`config.mk`:
```
export PLATFORM = sky130hd
export DESIGN_NAME = priority_scheduler_with_semaphores_flat
export DESIGN_NICKNAME = d
export VERILOG_FILES = /design/src/rtl/core/psched_pkg.sv /design/src/rtl/core/psched_ifs.sv /design/src/rtl/core/psched_ctrl.sv /design/src/rtl/core/psched_dp.sv /design/src/rtl/core/priority_scheduler_with_semaphores.sv /design/src/flat_wrapper.sv
export SDC_FILE = /design/constraint.sdc
export NUM_CORES = 1
export LEC_CHECK = 0
export ABC_AREA = 1
export BUFFER_PORTS_ARGS = -buffer_cell sky130_fd_sc_hd__buf_4
export CORE_MARGIN = 2
export CORE_UTILIZATION = 56
export CTS_CLUSTER_DIAMETER = 50
export DETAILED_ROUTE_END_ITERATION = 12
export GPL_TIMING_DRIVEN = 0
export PLACE_DENSITY = 0.75
export SLEW_MARGIN = 20
export SYNTH_ARGS = -nofsm -noshare
export SYNTH_HDL_FRONTEND = slang
export SYNTH_SLANG_ARGS = --single-unit
```
`constraint.sdc`:
```
create_clock -name clk -period 2.3 [get_ports clk]
set_input_delay 0.23 -clock clk [delete_from_list [all_inputs] [get_ports clk]]
set_output_delay 0.23 -clock clk [all_outputs]
set_load 0.005 [all_outputs]
```
`src/rtl/core/psched_pkg.sv`:
```
// Package for the priority scheduler with counting semaphores.
// Holds field widths, event, mode and status codes, and the command and status
// structs between controller and datapath. Depends on nothing.
package psched_pkg;

	// Fixed field widths.
	localparam int PRIO_W       = 7;
	localparam int CNT_W        = 4;
	localparam int OP_W         = 3;
	localparam int MODE_W       = 3;
	localparam int OUT_TASK_W   = 2;
	localparam int STAT_W       = 2;
	localparam int NUM_CFG_REGS = 3;
	localparam int CFG_IDX_W    = 2;

	// Event codes.
	localparam logic [OP_W-1:0] OP_SCHED  = 3'd0;
	localparam logic [OP_W-1:0] OP_WAIT   = 3'd1;
	localparam logic [OP_W-1:0] OP_SIGNAL = 3'd2;
	localparam logic [OP_W-1:0] OP_SLICE  = 3'd3;
	localparam logic [OP_W-1:0] OP_EXIT   = 3'd4;

	// Task modes.
	localparam logic [MODE_W-1:0] MODE_READY   = 3'd0;
	localparam logic [MODE_W-1:0] MODE_SLICED  = 3'd1;
	localparam logic [MODE_W-1:0] MODE_WAITING = 3'd2;
	localparam logic [MODE_W-1:0] MODE_RUNNING = 3'd3;
	localparam logic [MODE_W-1:0] MODE_DONE    = 3'd4;

	// Result status codes.
	localparam logic [STAT_W-1:0] ST_DONE    = 2'd0;
	localparam logic [STAT_W-1:0] ST_BLOCKED = 2'd1;
	localparam logic [STAT_W-1:0] ST_WOKEN   = 2'd2;
	localparam logic [STAT_W-1:0] ST_IGNORED = 2'd3;

	// Semaphore count limits and reset value.
	localparam logic signed [CNT_W-1:0] CNT_MIN   = 4'sb1000;
	localparam logic signed [CNT_W-1:0] CNT_MAX   = 4'sb0111;
	localparam logic signed [CNT_W-1:0] CNT_RESET = 4'sb0001;

	// Commands from the controller to the datapath.
	typedef struct packed {
		logic latch;
		logic scan_step;
		logic walk_step;
		logic commit;
	} psched_cmd_t;

	// Status from the datapath to the controller.
	typedef struct packed {
		logic is_sched;
		logic need_walk;
		logic scan_last;
		logic walk_done;
		logic out_free;
	} psched_stat_t;

endpackage

```
`src/rtl/core/psched_ifs.sv`:
```
// Channel interfaces of the priority scheduler: event input and result output.
// Depends on psched_pkg for the field widths.
interface psched_evt_if;
	logic                           valid;
	logic                           ready;
	logic [psched_pkg::OP_W-1:0]    op;
	logic                           sem_index;

	modport source (output valid, output op, output sem_index, input ready);
	modport sink   (input valid, input op, input sem_index, output ready);
endinterface

interface psched_res_if;
	logic                                  valid;
	logic                                  ready;
	logic [psched_pkg::OUT_TASK_W-1:0]     running_task;
	logic [psched_pkg::STAT_W-1:0]         status;
	logic [psched_pkg::OUT_TASK_W-1:0]     woken_task;
	logic signed [psched_pkg::CNT_W-1:0]   sem_value;

	modport source (output valid, output running_task, output status, output woken_task,
		output sem_value, input ready);
	modport sink   (input valid, input running_task, input status, input woken_task,
		input sem_value, output ready);
endinterface

```
`src/rtl/core/psched_ctrl.sv`:
```
// Controller state machine of the priority scheduler.
// Sequences latch, priority scan, wait-list walk and commit; uses psched_pkg.
module psched_ctrl (
	input  logic                     clk,
	input  logic                     arst_n,
	input  logic                     evt_valid,
	output logic                     evt_ready,
	input  psched_pkg::psched_stat_t stat,
	output psched_pkg::psched_cmd_t  cmd
);

	localparam logic [2:0] S_IDLE   = 3'd0;
	localparam logic [2:0] S_DECIDE = 3'd1;
	localparam logic [2:0] S_SCAN   = 3'd2;
	localparam logic [2:0] S_WALK   = 3'd3;
	localparam logic [2:0] S_COMMIT = 3'd4;

	logic [2:0] state_q;
	logic [2:0] state_d;

	// Next state and commands.
	always_comb begin
		state_d   = state_q;
		cmd       = '0;
		evt_ready = 1'b0;
		case (state_q)
			S_IDLE: begin
				evt_ready = 1'b1;
				if (evt_valid) begin
					cmd.latch = 1'b1;
					state_d   = S_DECIDE;
				end
			end
			S_DECIDE: begin
				if (stat.is_sched) begin
					state_d = S_SCAN;
				end else if (stat.need_walk) begin
					state_d = S_WALK;
				end else begin
					state_d = S_COMMIT;
				end
			end
			S_SCAN: begin
				cmd.scan_step = 1'b1;
				if (stat.scan_last) begin
					state_d = S_COMMIT;
				end
			end
			S_WALK: begin
				if (stat.walk_done) begin
					state_d = S_COMMIT;
				end else begin
					cmd.walk_step = 1'b1;
				end
			end
			S_COMMIT: begin
				// The result register must be free or emptying this cycle.
				if (stat.out_free) begin
					cmd.commit = 1'b1;
					state_d    = S_IDLE;
				end
			end
			default: begin
				state_d = S_IDLE;
			end
		endcase
	end

	// State register.
	always_ff @(posedge clk or negedge arst_n) begin
		if (!arst_n) begin
			state_q <= S_IDLE;
		end else begin
			state_q <= state_d;
		end
	end

	// A commit never overwrites a result that has not been taken.
	a_commit_free: assert property (@(posedge clk) disable iff (!arst_n)
		cmd.commit |-> stat.out_free)
		else $error("commit while result register is occupied");

	// Only a wait event walks a list, never a schedule.
	a_walk_not_sched: assert property (@(posedge clk) disable iff (!arst_n)
		(state_q == S_WALK) |-> !stat.is_sched)
		else $error("wait-list walk during a schedule event");

endmodule

```
`src/rtl/core/psched_dp.sv`:
```
// Datapath of the priority scheduler: task, link and semaphore state, the
// priority registers, scan and walk registers and the result register. Uses psched_pkg.
module psched_dp #(
	parameter int NUM_TASKS = 3,
	parameter int NUM_SEMS  = 2
) (
	input  logic                                  clk,
	input  logic                                  arst_n,
	input  logic [psched_pkg::OP_W-1:0]           evt_op,
	input  logic                                  evt_sem_index,
	input  logic                                  cfg_wr_en,
	input  logic [psched_pkg::CFG_IDX_W-1:0]      cfg_index,
	input  logic [psched_pkg::PRIO_W-1:0]         cfg_wdata,
	input  psched_pkg::psched_cmd_t               cmd,
	output psched_pkg::psched_stat_t              stat,
	output logic                                  res_valid,
	input  logic                                  res_ready,
	output logic [psched_pkg::OUT_TASK_W-1:0]     res_running_task,
	output logic [psched_pkg::STAT_W-1:0]         res_status,
	output logic [psched_pkg::OUT_TASK_W-1:0]     res_woken_task,
	output logic signed [psched_pkg::CNT_W-1:0]   res_sem_value
);

	localparam int TW   = $clog2(NUM_TASKS + 1);
	localparam int KW   = $clog2(NUM_TASKS);
	localparam int SW   = (NUM_SEMS > 1) ? $clog2(NUM_SEMS) : 1;
	localparam int NCFG = (NUM_TASKS < psched_pkg::NUM_CFG_REGS) ? NUM_TASKS
		: psched_pkg::NUM_CFG_REGS;
	localparam logic [TW-1:0] LAST_TASK = TW'(NUM_TASKS);
	localparam logic [KW-1:0] LAST_IDX  = KW'(NUM_TASKS - 1);

	// Task number (1 based) is valid.
	function automatic logic task_ok(input logic [TW-1:0] t);
		return (t != '0) && (t <= LAST_TASK);
	endfunction

	// Array index of a task number.
	function automatic logic [KW-1:0] idx(input logic [TW-1:0] t);
		logic [TW-1:0] m;
		m = t - TW'(1);
		return m[KW-1:0];
	endfunction

	// Kernel state.
	logic [psched_pkg::PRIO_W-1:0]       prio_q  [NCFG];
	logic [psched_pkg::PRIO_W-1:0]       prio_all [NUM_TASKS];
	logic [psched_pkg::MODE_W-1:0]       mode_q  [NUM_TASKS];
	logic [TW-1:0]                       link_q  [NUM_TASKS];
	logic [TW-1:0]                       head_q  [NUM_SEMS];
	logic signed [psched_pkg::CNT_W-1:0] count_q [NUM_SEMS];
	logic [TW-1:0]                       cur_q;

	// Registers of the event in progress.
	logic [psched_pkg::OP_W-1:0]         op_q;
	logic [SW-1:0]                       s_q;
	logic [TW-1:0]                       icur_q;
	logic signed [psched_pkg::CNT_W-1:0] cnt_q;
	logic [TW-1:0]                       w_q;
	logic [TW-1:0]                       steps_q;
	logic [KW-1:0]                       k_q;
	logic [TW-1:0]                       best_rdy_q;
	logic [psched_pkg::PRIO_W-1:0]       bestp_rdy_q;
	logic [TW-1:0]                       best_slc_q;
	logic [psched_pkg::PRIO_W-1:0]       bestp_slc_q;
	logic [psched_pkg::PRIO_W-1:0]       curp_q;

	// Result register.
	logic                                res_valid_q;
	logic [psched_pkg::OUT_TASK_W-1:0]   res_running_q;
	logic [psched_pkg::STAT_W-1:0]       res_status_q;
	logic [psched_pkg::OUT_TASK_W-1:0]   res_woken_q;
	logic signed [psched_pkg::CNT_W-1:0] res_value_q;

	// Combinational helpers.
	logic [SW-1:0]                       s_in;
	logic [TW-1:0]                       cur_ok;
	logic signed [psched_pkg::CNT_W-1:0] cnt_dec;
	logic signed [psched_pkg::CNT_W-1:0] cnt_inc;
	logic                                active;
	logic                                p_blocks;
	logic                                v_wakes;
	logic [TW-1:0]                       link_w;
	logic [TW-1:0]                       scan_tk;
	logic [psched_pkg::MODE_W-1:0]       scan_mode;
	logic [psched_pkg::PRIO_W-1:0]       scan_prio;
	logic [TW-1:0]                       pd;
	logic [psched_pkg::PRIO_W-1:0]       pdp;
	logic [TW-1:0]                       cur_new;
	logic [psched_pkg::STAT_W-1:0]       status_d;
	logic [TW-1:0]                       woken_d;
	logic signed [psched_pkg::CNT_W-1:0] value_d;

	// Priorities: configurable for the first tasks, fixed beyond them.
	for (genvar g = 0; g < NUM_TASKS; g++) begin : g_prio
		if (g < NCFG) begin : g_cfg
			assign prio_all[g] = prio_q[g];
		end else begin : g_fixed
			assign prio_all[g] = psched_pkg::PRIO_W'(g + 1);
		end
	end

	always_ff @(posedge clk or negedge arst_n) begin
		if (!arst_n) begin
			for (int g = 0; g < NCFG; g++) begin
				prio_q[g] <= psched_pkg::PRIO_W'(g + 1);
			end
		end else begin
			for (int g = 0; g < NCFG; g++) begin
				if (cfg_wr_en && (cfg_index == psched_pkg::CFG_IDX_W'(g))) begin
					prio_q[g] <= cfg_wdata;
				end
			end
		end
	end

	// Decoded values of the incoming and latched event.
	assign s_in     = (NUM_SEMS > 1) ? SW'(evt_sem_index) : '0;
	assign cur_ok   = task_ok(cur_q) ? cur_q : '0;
	assign cnt_dec  = (cnt_q != psched_pkg::CNT_MIN) ? cnt_q - 4'sd1 : cnt_q;
	assign cnt_inc  = (cnt_q != psched_pkg::CNT_MAX) ? cnt_q + 4'sd1 : cnt_q;
	assign active   = (icur_q != '0);
	assign p_blocks = cnt_dec[psched_pkg::CNT_W-1];
	assign v_wakes  = (cnt_inc[psched_pkg::CNT_W-1] || (cnt_inc == '0)) && task_ok(w_q);
	assign link_w   = link_q[idx(w_q)];

	// One task of the scan per cycle.
	assign scan_tk   = TW'(k_q) + TW'(1);
	assign scan_mode = mode_q[k_q];
	assign scan_prio = prio_all[k_q];

	// Chosen candidate: a ready task first, else a time-sliced one.
	assign pd  = (best_rdy_q != '0) ? best_rdy_q : best_slc_q;
	assign pdp = (best_rdy_q != '0) ? bestp_rdy_q : bestp_slc_q;

	// Status to the controller.
	assign stat.is_sched  = (op_q == psched_pkg::OP_SCHED);
	assign stat.need_walk = (op_q == psched_pkg::OP_WAIT) && active && p_blocks && task_ok(w_q);
	assign stat.scan_last = (k_q == LAST_IDX);
	assign stat.walk_done = !(task_ok(link_w) && (steps_q < LAST_TASK));
	assign stat.out_free  = !res_valid_q || res_ready;

	// Result of the event.
	always_comb begin
		cur_new  = icur_q;
		status_d = psched_pkg::ST_DONE;
		woken_d  = '0;
		value_d  = cnt_q;
		case (op_q)
			psched_pkg::OP_SCHED: begin
				if (pd != '0) begin
					if (icur_q == '0) begin
						cur_new = pd;
					end else if (pdp < curp_q) begin
						cur_new  = pd;
						status_d = psched_pkg::ST_BLOCKED;
					end
				end
			end
			psched_pkg::OP_WAIT: begin
				if (!active) begin
					status_d = psched_pkg::ST_IGNORED;
				end else begin
					value_d = cnt_dec;
					if (p_blocks) begin
						cur_new  = '0;
						status_d = psched_pkg::ST_BLOCKED;
					end
				end
			end
			psched_pkg::OP_SIGNAL: begin
				if (!active) begin
					status_d = psched_pkg::ST_IGNORED;
				end else begin
					value_d = cnt_inc;
					if (v_wakes) begin
						woken_d  = w_q;
						status_d = psched_pkg::ST_WOKEN;
					end
				end
			end
			psched_pkg::OP_SLICE: begin
				if (!active) begin
					status_d = psched_pkg::ST_IGNORED;
				end else begin
					cur_new  = '0;
					status_d = psched_pkg::ST_BLOCKED;
				end
			end
			psched_pkg::OP_EXIT: begin
				if (!active) begin
					status_d = psched_pkg::ST_IGNORED;
				end else begin
					cur_new = '0;
				end
			end
			default: begin
				cur_new = icur_q;
			end
		endcase
	end

	// Kernel state: updated only when the event commits.
	always_ff @(posedge clk or negedge arst_n) begin
		if (!arst_n) begin
			for (int t = 0; t < NUM_TASKS; t++) begin
				mode_q[t] <= psched_pkg::MODE_READY;
				link_q[t] <= '0;
			end
			for (int s = 0; s < NUM_SEMS; s++) begin
				head_q[s]  <= '0;
				count_q[s] <= psched_pkg::CNT_RESET;
			end
			cur_q <= '0;
		end else if (cmd.commit) begin
			cur_q <= cur_new;
			case (op_q)
				psched_pkg::OP_SCHED: begin
					if (pd != '0) begin
						if (icur_q == '0) begin
							mode_q[idx(pd)] <= psched_pkg::MODE_RUNNING;
						end else if (pdp < curp_q) begin
							mode_q[idx(icur_q)] <= psched_pkg::MODE_READY;
							mode_q[idx(pd)]     <= psched_pkg::MODE_RUNNING;
						end
					end
				end
				psched_pkg::OP_WAIT: begin
					if (active) begin
						count_q[s_q] <= cnt_dec;
						if (p_blocks) begin
							mode_q[idx(icur_q)] <= psched_pkg::MODE_WAITING;
							link_q[idx(icur_q)] <= '0;
							// Append to the tail found by the walk, or start the list.
							if (!task_ok(w_q)) begin
								head_q[s_q] <= icur_q;
							end else begin
								link_q[idx(w_q)] <= icur_q;
							end
						end
					end
				end
				psched_pkg::OP_SIGNAL: begin
					if (active) begin
						count_q[s_q] <= cnt_inc;
						if (v_wakes) begin
							head_q[s_q]      <= link_w;
							link_q[idx(w_q)] <= '0;
							mode_q[idx(w_q)] <= psched_pkg::MODE_READY;
						end
					end
				end
				psched_pkg::OP_SLICE: begin
					if (active) begin
						mode_q[idx(icur_q)] <= psched_pkg::MODE_SLICED;
					end
				end
				psched_pkg::OP_EXIT: begin
					if (active) begin
						mode_q[idx(icur_q)] <= psched_pkg::MODE_DONE;
					end
				end
				default: begin
					// Unused codes leave the task and semaphore state alone.
				end
			endcase
		end
	end

	// Event registers: latch, priority scan and list walk.
	always_ff @(posedge clk) begin
		if (cmd.latch) begin
			op_q       <= evt_op;
			s_q        <= s_in;
			icur_q     <= cur_ok;
			cnt_q      <= count_q[s_in];
			w_q        <= head_q[s_in];
			steps_q    <= '0;
			k_q        <= '0;
			best_rdy_q <= '0;
			best_slc_q <= '0;
			curp_q     <= '0;
		end
		if (cmd.scan_step) begin
			if ((scan_mode == psched_pkg::MODE_READY)
				&& ((best_rdy_q == '0) || (scan_prio < bestp_rdy_q))) begin
				best_rdy_q  <= scan_tk;
				bestp_rdy_q <= scan_prio;
			end
			if ((scan_mode == psched_pkg::MODE_SLICED)
				&& ((best_slc_q == '0) || (scan_prio < bestp_slc_q))) begin
				best_slc_q  <= scan_tk;
				bestp_slc_q <= scan_prio;
			end
			if (scan_tk == icur_q) begin
				curp_q <= scan_prio;
			end
			if (k_q != LAST_IDX) begin
				k_q <= k_q + 1'b1;
			end
		end
		if (cmd.walk_step) begin
			w_q     <= link_w;
			steps_q <= steps_q + 1'b1;
		end
	end

	// Result register: one beat per event, held until taken.
	always_ff @(posedge clk or negedge arst_n) begin
		if (!arst_n) begin
			res_valid_q <= 1'b0;
		end else if (cmd.commit) begin
			res_valid_q <= 1'b1;
		end else if (res_ready) begin
			res_valid_q <= 1'b0;
		end
	end

	always_ff @(posedge clk) begin
		if (cmd.commit) begin
			res_running_q <= cur_new[psched_pkg::OUT_TASK_W-1:0];
			res_status_q  <= status_d;
			res_woken_q   <= woken_d[psched_pkg::OUT_TASK_W-1:0];
			res_value_q   <= value_d;
		end
	end

	assign res_valid        = res_valid_q;
	assign res_running_task = res_running_q;
	assign res_status       = res_status_q;
	assign res_woken_task   = res_woken_q;
	assign res_sem_value    = res_value_q;

	// The running task is always marked running.
	a_cur_running: assert property (@(posedge clk) disable iff (!arst_n)
		(cur_q != '0) |-> (mode_q[idx(cur_q)] == psched_pkg::MODE_RUNNING))
		else $error("running task not in running mode");

	// A non-empty wait list on semaphore 0 goes with a negative count.
	a_head_negative: assert property (@(posedge clk) disable iff (!arst_n)
		(head_q[0] != '0) |-> count_q[0][psched_pkg::CNT_W-1])
		else $error("waiters queued on a semaphore with non-negative count");

	// Every commit presents a result beat.
	a_commit_result: assert property (@(posedge clk) disable iff (!arst_n)
		cmd.commit |=> res_valid_q)
		else $error("commit without a result beat");

endmodule

```
`src/rtl/core/priority_scheduler_with_semaphores.sv`:
```
// Priority scheduler with counting semaphores. One event in, one result beat out.
// Sequence: a schedule latches, decides, scans one task per cycle and commits; wait,
// signal, slice end and exit latch, decide and commit; a blocking wait behind earlier
// waiters walks the list first. The commit waits while a result is not taken.
// Throughput: one event at a time; a new one is taken the cycle after the commit.
// Reset: asynchronous; kernel state and priorities return to reset values at once.
module priority_scheduler_with_semaphores #(
	parameter int NUM_TASKS = 3,
	parameter int NUM_SEMS  = 2
) (
	input  logic                              clk,
	input  logic                              arst_n,
	psched_evt_if.sink                        evt,
	psched_res_if.source                      res,
	input  logic                              cfg_wr_en,
	input  logic [psched_pkg::CFG_IDX_W-1:0]  cfg_index,
	input  logic [psched_pkg::PRIO_W-1:0]     cfg_wdata
);

	psched_pkg::psched_cmd_t  cmd;
	psched_pkg::psched_stat_t stat;

	// Sequencing of each event.
	psched_ctrl u_ctrl (
		.clk       (clk),
		.arst_n    (arst_n),
		.evt_valid (evt.valid),
		.evt_ready (evt.ready),
		.stat      (stat),
		.cmd       (cmd)
	);

	// State, scan, walk and result register.
	psched_dp #(
		.NUM_TASKS (NUM_TASKS),
		.NUM_SEMS  (NUM_SEMS)
	) u_dp (
		.clk              (clk),
		.arst_n           (arst_n),
		.evt_op           (evt.op),
		.evt_sem_index    (evt.sem_index),
		.cfg_wr_en        (cfg_wr_en),
		.cfg_index        (cfg_index),
		.cfg_wdata        (cfg_wdata),
		.cmd              (cmd),
		.stat             (stat),
		.res_valid        (res.valid),
		.res_ready        (res.ready),
		.res_running_task (res.running_task),
		.res_status       (res.status),
		.res_woken_task   (res.woken_task),
		.res_sem_value    (res.sem_value)
	);

endmodule

```
`src/flat_wrapper.sv`:
```
// flat-port wrapper written by rule: the top's interface ports become plain ports
module priority_scheduler_with_semaphores_flat 
#(
	parameter int NUM_TASKS = 3,
	parameter int NUM_SEMS  = 2
)
  (clk, arst_n, cfg_wr_en, cfg_index, cfg_wdata, evt_valid, evt_op, evt_sem_index, evt_ready, res_valid, res_running_task, res_status, res_woken_task, res_sem_value, res_ready);
  psched_evt_if evt_i ();
  psched_res_if res_i ();
  input  logic clk;
  input  logic arst_n;
  input  logic cfg_wr_en;
  input  logic [psched_pkg::CFG_IDX_W-1:0] cfg_index;
  input  logic [psched_pkg::PRIO_W-1:0] cfg_wdata;
  input wire logic [$bits(evt_i.valid)-1:0] evt_valid;
  input wire logic [$bits(evt_i.op)-1:0] evt_op;
  input wire logic [$bits(evt_i.sem_index)-1:0] evt_sem_index;
  output wire logic [$bits(evt_i.ready)-1:0] evt_ready;
  output wire logic [$bits(res_i.valid)-1:0] res_valid;
  output wire logic [$bits(res_i.running_task)-1:0] res_running_task;
  output wire logic [$bits(res_i.status)-1:0] res_status;
  output wire logic [$bits(res_i.woken_task)-1:0] res_woken_task;
  output wire logic [$bits(res_i.sem_value)-1:0] res_sem_value;
  input wire logic [$bits(res_i.ready)-1:0] res_ready;
  assign evt_i.valid = evt_valid;
  assign evt_i.op = evt_op;
  assign evt_i.sem_index = evt_sem_index;
  assign evt_ready = evt_i.ready;
  assign res_valid = res_i.valid;
  assign res_running_task = res_i.running_task;
  assign res_status = res_i.status;
  assign res_woken_task = res_i.woken_task;
  assign res_sem_value = res_i.sem_value;
  assign res_i.ready = res_ready;
  priority_scheduler_with_semaphores #(.NUM_TASKS(NUM_TASKS), .NUM_SEMS(NUM_SEMS)) u_core (.clk(clk), .arst_n(arst_n), .evt(evt_i), .res(res_i), .cfg_wr_en(cfg_wr_en), .cfg_index(cfg_index), .cfg_wdata(cfg_wdata));
endmodule
```
== Word level (Yosys, flattened, before mapping) ==
Index checks and enable logic that the tools add are counted.
Cells by class
  $add $sub $neg: 7
  $lt $le $gt $ge: 17
  equal/unequal tests: 29
  multiplexer cells: 116
  bitwise logic cells: 28
  reductions and logical operators: 49
Operators with widths (number)
  9-bit two-way mux: 9
  2-bit two-way mux: 33
  4-bit two-way mux: 13
  9-bit case mux with 5 select lines: 1
  7-bit two-way mux: 6
  3-bit two-way mux: 11
  6-bit bitwise AND: 5
  6-bit two-way mux: 5
  6-bit NOT: 5
  2-bit inequality test (second input constant): 11
  7-bit < comparator: 3
  9-bit bitwise AND: 2
  3-bit demux with 2-bit select: 3
  9-bit NOT: 2
  2-bit nonzero test: 9
  1-bit logical AND: 17
  8-bit bitwise mux: 2
  8-bit two-way mux: 2
  4-bit case mux with 2 select lines: 2
  8-bit case mux with 2 select lines: 1
  3-bit case mux with 5 select lines: 1
  7-bit binary-select mux with 2-bit select: 1
  1-bit two-way mux: 14
  3-bit by 2-bit equality test with 1-bit output (second input constant): 4
  47 further kinds: 84
Word-level totals
  register bits: 105
  bits of input ports: 18
  output and inout port bits: 12
  logic and storage cells: 278

== Longest topological paths before layout ==
  depth after elaboration: 14
  depth in mapped cells: 17
  gate-level depth less buffers: 16

== Hierarchy ==
Synthesis repeated with hierarchy kept, for this count alone.
Unflattened totals
  cell total of the unflattened synthesis: 751
  area, all modules: 6084.6 µm²
Modules (own cells, without submodules)
  psched_dp: times used 1, cells each 711, area each 5848.1 µm², seq. area each 2685.1 µm²
  psched_ctrl: times used 1, cells each 40, area each 236.5 µm², seq. area each 75.1 µm²

== Worst setup path before layout ==
OpenSTA, ideal clock, no wires.
  path type: reg-to-reg
  start: reg u_core.u_dp.k_q[0]
  end: reg u_core.u_dp.bestp_rdy_q[0] in the netlist's numbering (enable)
  setup time: 0.326 ns
  arrival time: 2.004 ns
  required time: 1.974 ns
  path slack: -0.030 ns
  cell stages (with the launch flop): 12
  buffers on the path: 1
  clock period less this slack: 2.330 ns
  cell sequence: dfxtp_1 -> inv_1 -> clkbuf_1 -> nor2_1 -> o21ai_0 -> ha_1 -> a21oi_1 -> o21a_1 -> nand2_1 -> nand2_1 -> nand2_1 -> inv_1
Between the ends
  longest elaborated chain between the ends: 8
  elaborated cells between the ends (all ways): 12
  those cells by class: 1 x order compare; 6 x mux; 1 x bitwise; 4 x reduce/logical
RTL lines
  start, declared: RTL line psched_dp.sv:60  | logic [KW-1:0] k_q;
  start signal, assigned: RTL line psched_dp.sv:298  | k_q <= k_q + 1'b1;
  2-bit NOT with 3-bit output (not written as such): RTL line psched_dp.sv:129  | assign scan_prio = prio_all[k_q];
  7-bit binary-select mux with 2-bit select: RTL line psched_dp.sv:129
  7-bit two-way mux (not written as such) (2 in a row): RTL line psched_dp.sv:129
  net u_core.u_dp.scan_prio, one bit: RTL line psched_dp.sv:85  | logic [psched_pkg::PRIO_W-1:0] scan_prio;
  7-bit < comparator: RTL line psched_dp.sv:285  | && ((best_rdy_q == '0) || (scan_prio < bestp_rdy_q))) begin
  1-bit logical OR: RTL line psched_dp.sv:285
  1-bit logical AND: RTL line psched_dp.sv:285
  2-bit AND reduction (no source line)
  end signal, assigned: RTL line psched_dp.sv:287  | bestp_rdy_q <= scan_prio;
  end, declared: RTL line psched_dp.sv:62  | logic [psched_pkg::PRIO_W-1:0] bestp_rdy_q;
The timed path passes the listed nets, and every way through them passes these cells. The select of a mux whose other input is x is not followed.
A chain may end at the register's enable or synchronous reset.

== Worst setup path after layout ==
  start: reg u_core.u_dp.best_rdy_q[0]
  end: reg u_core.u_dp.mode_q[5] in the netlist's numbering
Between the ends
  longest elaborated chain between the ends: 14
  elaborated cells between the ends (all ways): 22
  those cells by class: 1 x add/sub; 3 x order compare; 2 x eq/ne; 8 x mux; 4 x bitwise; 4 x reduce/logical
RTL lines
  start, declared: RTL line psched_dp.sv:61  | logic [TW-1:0] best_rdy_q;
  start signal, assigned: RTL line psched_dp.sv:286  | best_rdy_q <= scan_tk;
  2-bit nonzero test: RTL line psched_dp.sv:132, psched_dp.sv:133
  2-bit two-way mux: RTL line psched_dp.sv:132  | assign pd = (best_rdy_q != '0) ? best_rdy_q : best_slc_q;
  2-bit by 1-bit subtractor with 2-bit output: RTL line psched_dp.sv:40  | m = t - TW'(1);
  2-bit NOT with 3-bit output (not written as such): RTL line psched_dp.sv:220, psched_dp.sv:223
  3-bit greater-or-equal comparator (not written as such) or 3-bit by 1-bit < comparator with 1-bit output (tied branches): RTL line psched_dp.sv:220, psched_dp.sv:223
  1-bit logical AND (not written as such): RTL line psched_dp.sv:220, psched_dp.sv:223
  3-bit two-way mux (not written as such): RTL line psched_dp.sv:220, psched_dp.sv:223
  3-bit demux with 2-bit select: RTL line psched_dp.sv:220, psched_dp.sv:223
  3-bit NOT (no source line)
  3-bit bitwise AND (no source line)
  9-bit two-way mux: RTL line psched_dp.sv:221  | end else if (pdp < curp_q) begin
  9-bit two-way mux: RTL line psched_dp.sv:219  | if (icur_q == '0) begin
  9-bit two-way mux: RTL line psched_dp.sv:218  | if (pd != '0) begin
  9-bit case mux with 5 select lines: RTL line psched_dp.sv:216  | case (op_q)
  end signal, assigned by index: RTL line psched_dp.sv:220  | mode_q[idx(pd)] <= psched_pkg::MODE_RUNNING;
  end signal, assigned by index: RTL line psched_dp.sv:222  | mode_q[idx(icur_q)] <= psched_pkg::MODE_READY;
  end signal, assigned by index: RTL line psched_dp.sv:223  | mode_q[idx(pd)] <= psched_pkg::MODE_RUNNING;
  end, declared: RTL line psched_dp.sv:47  | logic [psched_pkg::MODE_W-1:0] mode_q [NUM_TASKS];
Several ways; a longest one is shown, not always the timed one. The select of a mux whose other input is x is not followed.

==> results.toml <==
[sta]
rsz0062_at_grt = "yes"
fin_tns_setup_ns = 0
slew_headroom_pct = 51.3
finalCritPeriodShare_pct = 98.9
setup_viol = 0
max_freq_ghz = 0.440
min_period_ns = 2.27
hold_viol_final = 0
drv_slew = 0
finalClockSkew_ns = 0.00919
max_slew.worst_pin.slew_ns = 0.730

[outcome]
outcome = "finished, final reports clean"

[cts]
cts_buffers = 9
cts.path.max_buffers = 2
cts_tree = "done"
clock-sinks = 105
clock_latency_ns = 0.38
cts_htree_levels = 3
cts_root_buffer = "clkbuf_8"
clk_pin_slew_worst_paths_ns = 0.10

[routing]
drt-wirelength-per-cell_microns = 15.1
route.detailed.drc = 0
wirelength_microns = 14200
dr.pass1.iters = 6
antenna_left = 0
avgViaCountPerCell = 5.58
vias = 5260
drtIter0Drc = 372

[setup_path]
arrival_ns = 2.55
max_stage_delay_ns = 0.37
worst_path_dominant_cell_family = "simple AND/OR/NAND/NOR gates"
cp_max_fo = 5
path_cells = "nor2_4 -> buf_8 -> nand2_1 -> o21ai_1 -> ha_1 -> a21oi_2 -> o21a_1 -> nand2_2 -> nand2_2 -> nand2_2 -> nand2_4 -> nand2_4 -> buf_8 -> nand2_1 -> o21ai_1"
end_kind = "register"
startpoint_type = "register"
required_ns = 2.58
cpMaxStageDelayCell = "dfxtp_4"
cp_common_cell = "nand2_2"
critical_path_class = "register to register"
crit_buf_inv = 2

[synthesis]
post-synth-top-count-cell = "nand2_1"
yosys-top-cells-count = "189 x nand2_1, 87 x inv_1, 69 x o21ai_0"
synth-seq-cells = 105
yosysWarnings = 0
syn_area_per_cell_sq_um = 8.03
mappedNetlistArea_sq_um = 5890
synth_top_area_share_pct = 20.4
synth-main-ff-cell = "dfrtp_1"
syn-num-nets = 779
ys_top_cells_by_area = "dfrtp_1 20%, edfxtp_1 19%, nand2_1 12%, o21ai_0 5.9%, ha_1 5.7%"
ys_seq_area_share_pct = 46.8
synth_top_cell_by_area = "dfrtp_1"
synth_edf_count = 38
synth_cell_types = 45
synthArstFlopShare_pct = 51.4
synth_cells = 734

[global_route]
grt_pass1_wl_microns = 23200
grt_max_degree = 55
grt_pass1_vias = 4833
grt_usage_pct = 25.7
grt-ovfl-total = 0
antenna_found_initial = 0

[layout]
nets = 846
area_growth_pct = 16.3
drive_gt1_share_pct = 19.2
antenna_cells = 0
post-route-util_pct = 66.7
instances_no_fill = 942

[pwr]
power.density_nw_per_um2 = 1030
peakVddDrop_v = 0.000455
finalPower_mw = 7.05
cellLeakagePower_nw = 3.15

[placement]
hpwl_microns = 9840
gp_congestion = 0.886
port_buffers = 29
dp.cells = 899

[floorplan]
die_w_microns = 107
dieArea_sq_um = 11400
die_h_microns = 107
core_sq_um = 10300
rows = 37
boundaryPins = 30
start_util_pct = 57.3

[run]
maxCapViolations = 0

[worst_hold_path]
hold_class = "primary input to register"
sequential cells by signal, indices dropped and copies added (netlist names), 3 cells and up:
signal / cells
u_core.u_dp.head_q: 4
u_core.u_ctrl.state_q: 3
u_core.u_dp.op_q: 3
u_core.u_dp.bestp_rdy_q: 7
u_core.u_dp.prio_all: 21
u_core.u_dp.cnt_q: 4
u_core.u_dp.count_q: 8
u_core.u_dp.bestp_slc_q: 7
u_core.u_dp.res_sem_value: 4
u_core.u_dp.link_q: 6
u_core.u_dp.mode_q: 9
u_core.u_dp.curp_q: 7
area by class of cell:
cell class	instances	area, sq um
Timing Repair Buffer	53	425
Clock inverter	5	40.0
Multi-Input combinational cell	516	2810
Tap cell	136	170
Clock buffer	11	131
Inverter	96	377
Fill cell	880	3420
Sequential cell	105	2770
Timing Repair inverter	2	15.0
Buffer	18	118
timing repair:
item	in CTS	in global routing
endpoints found under the setup margin	44	49
gates resized for setup	29	44
hold buffers	1	0
buffers inserted	3	18
hold endpoints to repair	48	0
gates cloned	2	3
pin swaps	3	18
per-layer routing:
metal / GRT usage, % / up-vias / routed length (microns) / part of all wire (%)
li1: - / 2581 / - / -
met1: 37.4 / 2482 / 6600 / 46
met2: 39.3 / 173 / 6540 / 46
met3: 3.40 / 24 / 828 / 5.8
met4: 10.1 / 0 / 260 / 1.8
met5: 0 / - / 0 / 0
power breakdown:
group | switching [mW] | leakage (nW) | internal (mW)
clock | 0.669 | 0.0883 | 0.406
sequential | 0.278 | 1.16 | 2.47
combinational | 2.01 | 1.91 | 1.22
total | 2.96 | 3.15 | 4.10
layout by cell type, fill, tap and decap left out, types with 7 or more instances in the layout:
master / netlist / routed
nand3_1: 29 / 29
a21oi_1: 32 / 30
clkbuf_8: 0 / 9
inv_1: 87 / 82
nand4_1: 9 / 9
dfrtp_1: 48 / 48
o21ai_0: 69 / 57
nand2_2: 4 / 15
o31ai_1: 11 / 11
inv_2: 6 / 7
o21ai_1: 27 / 31
clkbuf_1: 11 / 11
dfxtp_1: 13 / 9
o21ai_2: 6 / 14
nand2_1: 189 / 176
buf_4: 1 / 50
edfxtp_1: 38 / 38
ha_1: 27 / 27
nor2_1: 62 / 58
final timing paths:
path                                                start                        end  slack (ns)  depth (start not counted)
worst max-delay path            u_core.u_dp.best_rdy_q[0]      u_core.u_dp.mode_q[5]        0.03                         15
max in group asynchronous                          arst_n   u_core.u_ctrl.state_q[2]        1.36                          2
worst min-delay path                            evt_op[0]        u_core.u_dp.op_q[0]        0.02                          1
worst min register to register  u_core.u_dp.best_slc_q[1]  u_core.u_dp.best_slc_q[1]        0.47                          2
worst max register to register  u_core.u_dp.best_rdy_q[0]      u_core.u_dp.mode_q[5]        0.03                         15
min in group asynchronous                          arst_n   u_core.u_dp.prio_all[11]        0.43                          2
logic make-up after synthesis:
logic type	synth area share [%]
and+or+nand+nor	21.8
AOI/OAI and AO/OA	16.2
buffers and inverters	7.58
DFF	46.8
adders and majority gates	5.73
muxes	1.27
xor gates and xnor gates	0.595
through the flow:
step	area, sq um	hold slack, ns	setup WS (ns)
after global placement	6280	0.324	-0.588
after floorplan	5890	-0.0656	0.0551
after detailed placement	6280	0.339	-0.643
after global routing	6850	0.00186	-0.0643
after CTS	6580	0.00780	0.000476
final	6850	0.0201	0.0258
worst register-to-register path: stages (launching register included):
cell,delay [ns]
dfxtp_4,0.37
nor2_4,0.19
buf_8,0.14
nand2_1,0.04
o21ai_1,0.09
ha_1,0.28
a21oi_2,0.15
o21a_1,0.21
nand2_2,0.10
nand2_2,0.10
nand2_2,0.07
nand2_4,0.08
nand2_4,0.09
buf_8,0.15
nand2_1,0.06
o21ai_1,0.07
(Power assumes the default switching activity.)
